===== src/design/frsa_pkg.sv =====
// Shared types, codes and defaults for the fenced ring suballocator.
package frsa_pkg;

  localparam int unsigned FRAME_SLOTS_DEF = 8;
  localparam int unsigned OFFSET_BITS_DEF = 32;

  localparam int unsigned SIZE_W     = 32;
  localparam int unsigned FENCE_W    = 64;
  localparam int unsigned FREED_W    = 4;
  localparam int unsigned IN_DATA_W  = 96;
  localparam int unsigned OUT_DATA_W = 72;

  localparam logic [SIZE_W-1:0] BUF_SIZE_RST = 32'd65536;

  // APB register map: one 32-bit register, word addressed
  localparam int unsigned APB_ADDR_W = 3;
  localparam int unsigned APB_DATA_W = 32;
  localparam int unsigned REG_IDX_W  = 1;
  localparam logic [REG_IDX_W-1:0] REG_BUFFER_SIZE = 1'b0;

  typedef enum logic [1:0] {
    OP_ALLOC   = 2'd0,
    OP_FINISH  = 2'd1,
    OP_RELEASE = 2'd2,
    OP_NONE    = 2'd3
  } op_e;

  typedef enum logic [1:0] {
    STAT_OK         = 2'd0,
    STAT_NO_SPACE   = 2'd1,
    STAT_QUEUE_FULL = 2'd2
  } stat_e;

  typedef enum logic [2:0] {
    S_IDLE,
    S_ALLOC_CHK,
    S_ALLOC_APPLY,
    S_FINISH,
    S_REL_FETCH,
    S_REL_TEST,
    S_RESP
  } state_e;

  typedef struct packed {
    logic capture;
    logic alloc_chk;
    logic alloc_apply;
    logic finish;
    logic rel_pop;
    logic load_out;
  } cmd_t;

  typedef struct packed {
    logic q_empty;
    logic front_hit;
    logic out_free;
  } stat_t;

endpackage


===== src/design/frsa_ctrl.sv =====
// Controller state machine: sequences allocate, finish and release items.
module frsa_ctrl (
  input  logic            clk_i,
  input  logic            rst_ni,
  input  logic            s_axis_tvalid,
  output logic            s_axis_tready,
  input  logic [1:0]      s_axis_tuser,   // operation[1:0]
  input  frsa_pkg::stat_t stat_i,
  output frsa_pkg::cmd_t  cmd_o
);

  frsa_pkg::state_e state_q, state_d;

  always_ff @(posedge clk_i or negedge rst_ni) begin
    if (!rst_ni) begin
      state_q <= frsa_pkg::S_IDLE;
    end else begin
      state_q <= state_d;
    end
  end

  always_comb begin
    state_d = state_q;
    case (state_q)
      frsa_pkg::S_IDLE: begin
        if (s_axis_tvalid) begin
          // the item lands in the datapath at this edge, so dispatch on the raw kind
          case (frsa_pkg::op_e'(s_axis_tuser))
            frsa_pkg::OP_ALLOC:   state_d = frsa_pkg::S_ALLOC_CHK;
            frsa_pkg::OP_FINISH:  state_d = frsa_pkg::S_FINISH;
            frsa_pkg::OP_RELEASE: state_d = frsa_pkg::S_REL_FETCH;
            default:              state_d = frsa_pkg::S_RESP;
          endcase
        end
      end
      frsa_pkg::S_ALLOC_CHK:   state_d = frsa_pkg::S_ALLOC_APPLY;
      frsa_pkg::S_ALLOC_APPLY: state_d = frsa_pkg::S_RESP;
      frsa_pkg::S_FINISH:      state_d = frsa_pkg::S_RESP;
      frsa_pkg::S_REL_FETCH: begin
        state_d = stat_i.q_empty ? frsa_pkg::S_RESP : frsa_pkg::S_REL_TEST;
      end
      frsa_pkg::S_REL_TEST: begin
        state_d = stat_i.front_hit ? frsa_pkg::S_REL_FETCH : frsa_pkg::S_RESP;
      end
      frsa_pkg::S_RESP: begin
        if (stat_i.out_free) begin
          state_d = frsa_pkg::S_IDLE;
        end
      end
      default: state_d = frsa_pkg::S_IDLE;
    endcase
  end

  always_comb begin
    cmd_o = '0;
    s_axis_tready = 1'b0;
    case (state_q)
      frsa_pkg::S_IDLE: begin
        s_axis_tready = 1'b1;
        cmd_o.capture = s_axis_tvalid;
      end
      frsa_pkg::S_ALLOC_CHK:   cmd_o.alloc_chk = 1'b1;
      frsa_pkg::S_ALLOC_APPLY: cmd_o.alloc_apply = 1'b1;
      frsa_pkg::S_FINISH:      cmd_o.finish = 1'b1;
      frsa_pkg::S_REL_TEST:    cmd_o.rel_pop = stat_i.front_hit;
      frsa_pkg::S_RESP:        cmd_o.load_out = stat_i.out_free;
      default: cmd_o = '0;
    endcase
  end

endmodule


===== src/design/frsa_dp.sv =====
// Datapath: ring pointers, usage counters, frame queue memory, APB register, result stage.
module frsa_dp #(
  parameter int unsigned FRAME_SLOTS = frsa_pkg::FRAME_SLOTS_DEF,
  parameter int unsigned OFFSET_BITS = frsa_pkg::OFFSET_BITS_DEF
) (
  input  logic                                clk_i,
  input  logic                                rst_ni,
  input  logic [frsa_pkg::IN_DATA_W-1:0]      s_axis_tdata,
  input  logic [1:0]                          s_axis_tuser,
  output logic                                m_axis_tvalid,
  input  logic                                m_axis_tready,
  output logic [frsa_pkg::OUT_DATA_W-1:0]     m_axis_tdata,
  output logic [1:0]                          m_axis_tuser,
  input  logic                                psel,
  input  logic                                penable,
  input  logic                                pwrite,
  input  logic [frsa_pkg::APB_ADDR_W-1:0]     paddr,
  input  logic [frsa_pkg::APB_DATA_W-1:0]     pwdata,
  output logic [frsa_pkg::APB_DATA_W-1:0]     prdata,
  input  frsa_pkg::cmd_t                      cmd_i,
  output frsa_pkg::stat_t                     stat_o
);

  localparam int unsigned PTR_W = (FRAME_SLOTS > 1) ? $clog2(FRAME_SLOTS) : 1;
  localparam int unsigned CNT_W = $clog2(FRAME_SLOTS + 1);
  localparam int unsigned CW    = ((OFFSET_BITS > frsa_pkg::SIZE_W) ?
                                   OFFSET_BITS : frsa_pkg::SIZE_W) + 1;
  localparam logic [PTR_W-1:0] LAST_SLOT = PTR_W'(FRAME_SLOTS - 1);
  localparam logic [CNT_W-1:0] FULL_CNT  = CNT_W'(FRAME_SLOTS);
  localparam logic [frsa_pkg::FREED_W-1:0] FREED_MAX = '1;

  function automatic logic [frsa_pkg::SIZE_W-1:0] sat_add32(
    input logic [frsa_pkg::SIZE_W-1:0] a,
    input logic [frsa_pkg::SIZE_W-1:0] b
  );
    logic [frsa_pkg::SIZE_W:0] s;
    s = {1'b0, a} + {1'b0, b};
    sat_add32 = s[frsa_pkg::SIZE_W] ? '1 : s[frsa_pkg::SIZE_W-1:0];
  endfunction

  function automatic logic [PTR_W-1:0] next_slot(input logic [PTR_W-1:0] p);
    next_slot = (p == LAST_SLOT) ? '0 : PTR_W'(p + 1'b1);
  endfunction

  // configuration
  logic [frsa_pkg::SIZE_W-1:0]  buf_size_q;
  logic [frsa_pkg::REG_IDX_W-1:0] cfg_idx;
  assign cfg_idx = paddr[frsa_pkg::APB_ADDR_W-1:2];

  always_ff @(posedge clk_i or negedge rst_ni) begin
    if (!rst_ni) begin
      buf_size_q <= frsa_pkg::BUF_SIZE_RST;
    end else if (psel && penable && pwrite && cfg_idx == frsa_pkg::REG_BUFFER_SIZE) begin
      buf_size_q <= pwdata;
    end
  end

  assign prdata = (cfg_idx == frsa_pkg::REG_BUFFER_SIZE) ? buf_size_q : '0;

  // captured item
  logic [frsa_pkg::SIZE_W-1:0]   size_q;
  logic [frsa_pkg::FENCE_W-1:0]  fence_q;

  // ring state
  logic [OFFSET_BITS-1:0]        head_q, tail_q;
  logic [frsa_pkg::SIZE_W-1:0]   used_q, frame_q;
  logic [PTR_W-1:0]              rd_ptr_q, wr_ptr_q;
  logic [CNT_W-1:0]              cnt_q;

  // allocate decision
  logic                          alloc_ok_q;
  logic                          wrap_q;
  logic [frsa_pkg::SIZE_W-1:0]   charge_q;
  logic [OFFSET_BITS-1:0]        new_tail_q;

  // result of the item in flight
  frsa_pkg::stat_e               res_stat_q;
  logic [frsa_pkg::SIZE_W-1:0]   res_ofs_q;
  logic [frsa_pkg::FREED_W-1:0]  freed_q;

  // frame queue memory
  logic [frsa_pkg::FENCE_W-1:0]  fence_mem [FRAME_SLOTS];
  logic [OFFSET_BITS-1:0]        tail_mem  [FRAME_SLOTS];
  logic [frsa_pkg::SIZE_W-1:0]   size_mem  [FRAME_SLOTS];
  logic [frsa_pkg::FENCE_W-1:0]  rd_fence_q;
  logic [OFFSET_BITS-1:0]        rd_tail_q;
  logic [frsa_pkg::SIZE_W-1:0]   rd_size_q;

  logic q_full;
  assign q_full = (cnt_q == FULL_CNT);

  always_ff @(posedge clk_i) begin
    if (cmd_i.finish && !q_full) begin
      fence_mem[wr_ptr_q] <= fence_q;
      tail_mem[wr_ptr_q]  <= tail_q;
      size_mem[wr_ptr_q]  <= frame_q;
    end
    rd_fence_q <= fence_mem[rd_ptr_q];
    rd_tail_q  <= tail_mem[rd_ptr_q];
    rd_size_q  <= size_mem[rd_ptr_q];
  end

  // allocate check, one compare set on widened operands
  logic [CW-1:0]               t_ext, h_ext, s_ext, b_ext, ts_sum;
  logic                        at_full, fits_end, fits_front, fits_gap, tail_ahead;
  logic [frsa_pkg::SIZE_W-1:0] skip;
  logic                        alloc_ok, wrap_hit;
  logic [frsa_pkg::SIZE_W-1:0] charge;
  logic [OFFSET_BITS-1:0]      new_tail;

  always_comb begin
    t_ext      = CW'(tail_q);
    h_ext      = CW'(head_q);
    s_ext      = CW'(size_q);
    b_ext      = CW'(buf_size_q);
    ts_sum     = t_ext + s_ext;
    at_full    = (used_q == buf_size_q);
    tail_ahead = (t_ext >= h_ext);
    fits_end   = (ts_sum <= b_ext);
    fits_front = (s_ext <= h_ext);
    fits_gap   = (ts_sum <= h_ext);
    skip       = (b_ext > t_ext) ? frsa_pkg::SIZE_W'(b_ext - t_ext) : '0;
    alloc_ok   = 1'b0;
    wrap_hit   = 1'b0;
    charge     = size_q;
    new_tail   = OFFSET_BITS'(ts_sum);
    if (!at_full) begin
      if (tail_ahead) begin
        if (fits_end) begin
          alloc_ok = 1'b1;
        end else if (fits_front) begin
          // wrap to offset zero, charge the skipped end to the frame
          alloc_ok = 1'b1;
          wrap_hit = 1'b1;
          charge   = sat_add32(skip, size_q);
          new_tail = OFFSET_BITS'(s_ext);
        end
      end else if (fits_gap) begin
        alloc_ok = 1'b1;
      end
    end
  end

  always_ff @(posedge clk_i) begin
    if (cmd_i.capture) begin
      size_q  <= s_axis_tdata[frsa_pkg::SIZE_W-1:0];
      fence_q <= s_axis_tdata[frsa_pkg::IN_DATA_W-1:frsa_pkg::SIZE_W];
    end
    if (cmd_i.alloc_chk) begin
      alloc_ok_q <= alloc_ok;
      wrap_q     <= wrap_hit;
      charge_q   <= charge;
      new_tail_q <= new_tail;
    end
  end

  always_ff @(posedge clk_i or negedge rst_ni) begin
    if (!rst_ni) begin
      head_q     <= '0;
      tail_q     <= '0;
      used_q     <= '0;
      frame_q    <= '0;
      rd_ptr_q   <= '0;
      wr_ptr_q   <= '0;
      cnt_q      <= '0;
      res_stat_q <= frsa_pkg::STAT_OK;
      res_ofs_q  <= '0;
      freed_q    <= '0;
    end else begin
      if (cmd_i.capture) begin
        res_stat_q <= frsa_pkg::STAT_OK;
        res_ofs_q  <= '0;
        freed_q    <= '0;
      end
      if (cmd_i.alloc_apply) begin
        if (alloc_ok_q) begin
          tail_q    <= new_tail_q;
          used_q    <= sat_add32(used_q, charge_q);
          frame_q   <= sat_add32(frame_q, charge_q);
          // a wrapped grant starts at offset zero
          res_ofs_q <= wrap_q ? '0 : frsa_pkg::SIZE_W'(tail_q);
        end else begin
          res_stat_q <= frsa_pkg::STAT_NO_SPACE;
        end
      end
      if (cmd_i.finish) begin
        if (q_full) begin
          res_stat_q <= frsa_pkg::STAT_QUEUE_FULL;
        end else begin
          wr_ptr_q <= next_slot(wr_ptr_q);
          cnt_q    <= CNT_W'(cnt_q + 1'b1);
          frame_q  <= '0;
        end
      end
      if (cmd_i.rel_pop) begin
        used_q   <= (rd_size_q <= used_q) ? used_q - rd_size_q : '0;
        head_q   <= rd_tail_q;
        rd_ptr_q <= next_slot(rd_ptr_q);
        cnt_q    <= CNT_W'(cnt_q - 1'b1);
        if (freed_q != FREED_MAX) begin
          freed_q <= freed_q + 1'b1;
        end
      end
    end
  end

  // output register
  logic                                out_vld_q;
  logic [frsa_pkg::OUT_DATA_W-1:0]     out_data_q;
  logic [1:0]                          out_user_q;

  always_ff @(posedge clk_i or negedge rst_ni) begin
    if (!rst_ni) begin
      out_vld_q <= 1'b0;
    end else if (cmd_i.load_out) begin
      out_vld_q <= 1'b1;
    end else if (m_axis_tready) begin
      out_vld_q <= 1'b0;
    end
  end

  always_ff @(posedge clk_i) begin
    if (cmd_i.load_out) begin
      out_data_q <= {4'b0, freed_q, used_q, res_ofs_q};
      out_user_q <= res_stat_q;
    end
  end

  assign m_axis_tvalid = out_vld_q;
  assign m_axis_tdata  = out_data_q;
  assign m_axis_tuser  = out_user_q;

  assign stat_o.q_empty   = (cnt_q == '0);
  assign stat_o.front_hit = (rd_fence_q <= fence_q);
  assign stat_o.out_free  = !out_vld_q || m_axis_tready;

endmodule


===== src/design/fenced_ring_suballocator_top.sv =====
// Top level of the fenced ring suballocator: controller, datapath and ports.
//
// Usage: an item enters on the s_axis channel (tuser = operation, tdata =
// request_size, fence) and yields exactly one result on m_axis (tuser =
// status, tdata = offset, used_bytes, frames_freed). The buffer size is set
// through the APB port at byte address 0; the user must set it only while
// the block is idle, as the block itself does not enforce this. Items are
// handled one at a time by the controller. After acceptance, an allocate
// passes the check and apply states, a finish frame the finish state, and a
// release alternates a memory read state and a fence compare state for each
// popped frame until the queue runs empty or a frame with a later fence
// stops it; an unknown operation goes straight to the result state. The next
// item is accepted the cycle after its result is loaded into the output register.
// Reset clears head, tail, used and frame counters, empties the frame queue
// and sets the buffer size to 65536; queue entries are not cleared.
// When the receiver stalls, the result holds in the output register; the
// next item is still accepted and worked on, and waits for the register.
module fenced_ring_suballocator_top #(
  parameter int unsigned FRAME_SLOTS = frsa_pkg::FRAME_SLOTS_DEF,
  parameter int unsigned OFFSET_BITS = frsa_pkg::OFFSET_BITS_DEF
) (
  input  logic                            clk_i,
  input  logic                            rst_ni,
  input  logic                            s_axis_tvalid,
  output logic                            s_axis_tready,
  input  logic [frsa_pkg::IN_DATA_W-1:0]  s_axis_tdata,   // request_size[31:0], fence[95:32]
  input  logic [1:0]                      s_axis_tuser,   // operation[1:0]
  output logic                            m_axis_tvalid,
  input  logic                            m_axis_tready,
  output logic [frsa_pkg::OUT_DATA_W-1:0] m_axis_tdata,   // offset[31:0], used_bytes[63:32],
                                                          // frames_freed[67:64], zero[71:68]
  output logic [1:0]                      m_axis_tuser,   // status[1:0]
  input  logic                            psel,
  input  logic                            penable,
  input  logic                            pwrite,
  input  logic [frsa_pkg::APB_ADDR_W-1:0] paddr,
  input  logic [frsa_pkg::APB_DATA_W-1:0] pwdata,
  output logic [frsa_pkg::APB_DATA_W-1:0] prdata,
  output logic                            pready
);

  frsa_pkg::cmd_t  cmd;
  frsa_pkg::stat_t stat;

  assign pready = 1'b1;

  frsa_ctrl u_ctrl (
    .clk_i         (clk_i),
    .rst_ni        (rst_ni),
    .s_axis_tvalid (s_axis_tvalid),
    .s_axis_tready (s_axis_tready),
    .s_axis_tuser  (s_axis_tuser),
    .stat_i        (stat),
    .cmd_o         (cmd)
  );

  frsa_dp #(
    .FRAME_SLOTS (FRAME_SLOTS),
    .OFFSET_BITS (OFFSET_BITS)
  ) u_dp (
    .clk_i         (clk_i),
    .rst_ni        (rst_ni),
    .s_axis_tdata  (s_axis_tdata),
    .s_axis_tuser  (s_axis_tuser),
    .m_axis_tvalid (m_axis_tvalid),
    .m_axis_tready (m_axis_tready),
    .m_axis_tdata  (m_axis_tdata),
    .m_axis_tuser  (m_axis_tuser),
    .psel          (psel),
    .penable       (penable),
    .pwrite        (pwrite),
    .paddr         (paddr),
    .pwdata        (pwdata),
    .prdata        (prdata),
    .cmd_i         (cmd),
    .stat_o        (stat)
  );

endmodule


===== config.mk =====
export PLATFORM = sky130hd
export DESIGN_NAME = fenced_ring_suballocator_top
export DESIGN_NICKNAME = d
export VERILOG_FILES = /design/src/design/frsa_pkg.sv /design/src/design/frsa_ctrl.sv /design/src/design/frsa_dp.sv /design/src/design/fenced_ring_suballocator_top.sv
export SDC_FILE = /design/constraint.sdc
export NUM_CORES = 2
export LEC_CHECK = 0
export ABC_AREA = 1
export BUFFER_PORTS_ARGS = -buffer_cell sky130_fd_sc_hd__buf_2
export CORE_ASPECT_RATIO = 1.4
export CORE_MARGIN = 10
export CORE_UTILIZATION = 50
export CTS_CLUSTER_SIZE = 14
export DETAILED_ROUTE_END_ITERATION = 12
export PLACE_DENSITY = 0.66
export SETUP_SLACK_MARGIN = 0.3
export SLEW_MARGIN = 15
export SYNTH_ARGS = -nofsm -noshare
export SYNTH_HDL_FRONTEND = slang
export SYNTH_HIERARCHICAL = 1
export SYNTH_SLANG_ARGS = --single-unit

===== constraint.sdc =====
create_clock -name clk_i -period 14.2 [get_ports clk_i]
set_clock_uncertainty 0.15 [all_clocks]
set_input_delay 3.55 -clock clk_i [delete_from_list [all_inputs] [get_ports clk_i]]
set_output_delay 3.55 -clock clk_i [all_outputs]
set_load 0.02 [all_outputs]

==> results.json <==
{
  "cts_buffers": 155,
  "final_common_cell": "nor2_1",
  "whs_path_depth": 2,
  "yosys_warnings": 6,
  "synth_ff_type": "edfxtp_1",
  "io_buffer_count": 241,
  "cts.htree.levels": 4,
  "grt_pass1_vias": 54122,
  "cts_root_buf": "clkbuf_16",
  "vias": 54482,
  "r2r_start": "u_dp/buf_size_q[1]",
  "fin_crit_ps": 8150,
  "drtAntennaViolNets": 0,
  "max_freq_mhz": 123,
  "ios": 249,
  "rows": 167,
  "holdBufCountCts": 0,
  "nets": 7914,
  "drt_iter0_markers": 4363,
  "ff2ff_setup_slack_ps": 7480,
  "startpoint": "paddr[2]",
  "crit_required_ps": 10500,
  "drt-total-wl_um": 216000,
  "drive_gt1_share_pct": 8.37,
  "min_to": "u_dp/tail_q[27]",
  "dp_hpwl_um": 144000,
  "vias_per_cell": 5.76,
  "crit_type": "in2out",
  "first_pass_iters": 6,
  "grt_max_degree": 179,
  "arrival_ps": 4450,
  "path_cells": "buf_2 > nor2_1 > buf_2",
  "syn_avg_cell_area_um2": 10.4,
  "cts_tree": "done",
  "ys_async_sr_fraction_pct": 13.3,
  "max_stage_delay_ps": 540,
  "netlist_area_um2": 74700,
  "post-route-period-util_pct": 57.4,
  "startpoint_type": "input pin",
  "synth_top_cell_by_area": "edfxtp_1",
  "hold_viol_final": 0,
  "drcViolationCount": 0,
  "drv_cap": 0,
  "grt_setup_unrepaired": "no",
  "ys_ff_latch": 1596,
  "p_leak_nw": 32.4,
  "slew_viol_final": 0,
  "vdd_drop_max_v": 0.000152,
  "ff2ff_path_depth": 23,
  "power_density_nw_per_um2": 242,
  "syn2layout_area_growth_pct": 11.0,
  "clk_pin_slew_ps": 60,
  "setup_viol": 0,
  "grtUsageTotal_pct": 25.5,
  "path_max_fanout": 33,
  "post_cts_resized": 0,
  "worstReg2RegEnd": "u_dp/charge_q[22]",
  "hold_path.class": "reg2reg",
  "post_drt_wl_per_cell_um": 22.8,
  "maxSlewHeadroom_pct": 26.5,
  "synth_area_leaders": "edfxtp_1 50%, dfrtp_1 7.1%, ha_1 6.5%",
  "clkLatencyLatePin_ps": 810,
  "synthCells": 7193,
  "worstMarginPinSlew_ps": 1100,
  "yosysSeqAreaShare_pct": 61.0,
  "holdWs_ps": 287,
  "cts_setup_buffers": 0,
  "place_congestion": 1.00,
  "grt_antenna_before_repair": 3,
  "ys_types": 65,
  "start_util_pct": 50.4,
  "grt_overflow": 0,
  "synth_edf_count": 1256,
  "fin_tns_setup_ps": 0,
  "yosysTopAreaCellShare_pct": 50.5,
  "die_y_um": 477,
  "fp.coreArea_um2": 148000,
  "grt_pass1_wl_um": 326000,
  "min_from": "u_dp/new_tail_q[27]",
  "mostFrequentLayoutCells": "1294 x nor2_1, 1256 x edfxtp_1, 852 x nand2_1",
  "status": "finished, final reports clean",
  "clock-sinks": 1596,
  "clockBufferDepth": 3,
  "cpMaxStageDelayCell": "buf_2",
  "crit_path_frequent_cell": "buf_2",
  "die_w_um": 347,
  "cp-end-kind": "primary output",
  "dieArea_um2": 166000
}
==> how the worst max path moves through the flow <==
stage	end	slack, ps	depth (start not counted)
floorplan	u_dp/m_axis_tdata[0]	3020	4
global placement	prdata[3]	6140	3
detailed placement	prdata[5]	6100	3
CTS	prdata[5]	6100	3
global route	prdata[10]	6030	3
finish	prdata[5]	6050	3
==> flip-flops by register name, summed over array words and instances, names as in the netlist, 3 cells and up <==
register,count
u_ctrl/state_q,3
u_dp/res_ofs_q,32
u_dp/tail_mem,256
u_dp/tail_q,32
u_dp/size_mem,256
u_dp/cnt_q,4
u_dp/fence_mem,512
u_dp/buf_size_q,32
u_dp/rd_ptr_q,3
u_dp/used_q,32
u_dp/freed_q,4
u_dp/fence_q,64
u_dp/head_q,32
u_dp/new_tail_q,32
u_dp/frame_q,32
u_dp/rd_tail_q,32
u_dp/wr_ptr_q,3
u_dp/charge_q,32
u_dp/rd_fence_q,64
u_dp/size_q,32
u_dp/rd_size_q,32
u_dp/m_axis_tdata,68
==> stage by stage <==
step	std cells	instance area [um2]	utilization (%)	power, mW	setup WS (ps)
finish	9457	83000	55.9	20.1	6050
global route	9455	83000	55.9	21.5	6030
CTS	9454	83000	55.9	20.1	6100
detailed placement	9162	77900	52.5	15.9	6100
global placement	9161	77900	52.5	15.8	6140
floorplan	7196	74800	-	13.1	3020
==> worst max-delay path: cells and delay by family <==
family                 cells  cell delay, ps
and+or+nand+nor            1             140
buffers and inverters      2             740
==> layout make-up <==
class	instances	area, um2
Timing Repair Buffer	304	1730
Fill cell	12704	65400
Multi-Input combinational cell	4759	26000
Clock buffer	210	4300
Antenna cell	3	7.51
Tap cell	1943	2430
Clock inverter	82	778
Sequential cell	1596	45600
Inverter	560	2130
==> where the power goes <==
| group | switching (mW) | internal, mW |
|---|---|---|
| Clock | 1.80 | 2.31 |
| Combinational | 5.99 | 2.96 |
| Sequential | 0.899 | 6.14 |
| Total | 8.69 | 11.4 |
==> routing by layer <==
layer	up-vias	routed length (um)	GRT usage, %
li1	25590	-	-
met2	1799	103000	42.5
met5	-	8	0
met1	26641	87400	32.0
met3	450	12400	3.46
met4	2	13000	14.3
==> cell usage after synthesis (30+ instances only) <==
| master | count |
|---|---|
| inv_1 | 551 |
| o31ai_1 | 33 |
| o21ai_1 | 30 |
| xnor2_1 | 75 |
| nand4_1 | 51 |
| dfrtp_1 | 211 |
| nand3_1 | 170 |
| a21o_1 | 36 |
| nor2_1 | 1303 |
| nor3_1 | 44 |
| edfxtp_1 | 1256 |
| clkbuf_1 | 220 |
| a31oi_1 | 168 |
| a21oi_1 | 379 |
| ha_1 | 391 |
| xor2_1 | 74 |
| o22ai_1 | 128 |
| o21bai_1 | 31 |
| nand2_1 | 853 |
| o21ai_0 | 808 |
| dfxtp_1 | 128 |
==> cells by family after synthesis <==
group	synth area share [%]
other	0.0100
AO/OA/AOI/OAI	12.7
XOR/XNOR	1.75
AND/OR/NAND/NOR	13.5
adder cells (fa/ha/maj)	6.73
flip-flops	61.0
buffers and inverters	4.36
(Power assumes the default switching activity.)
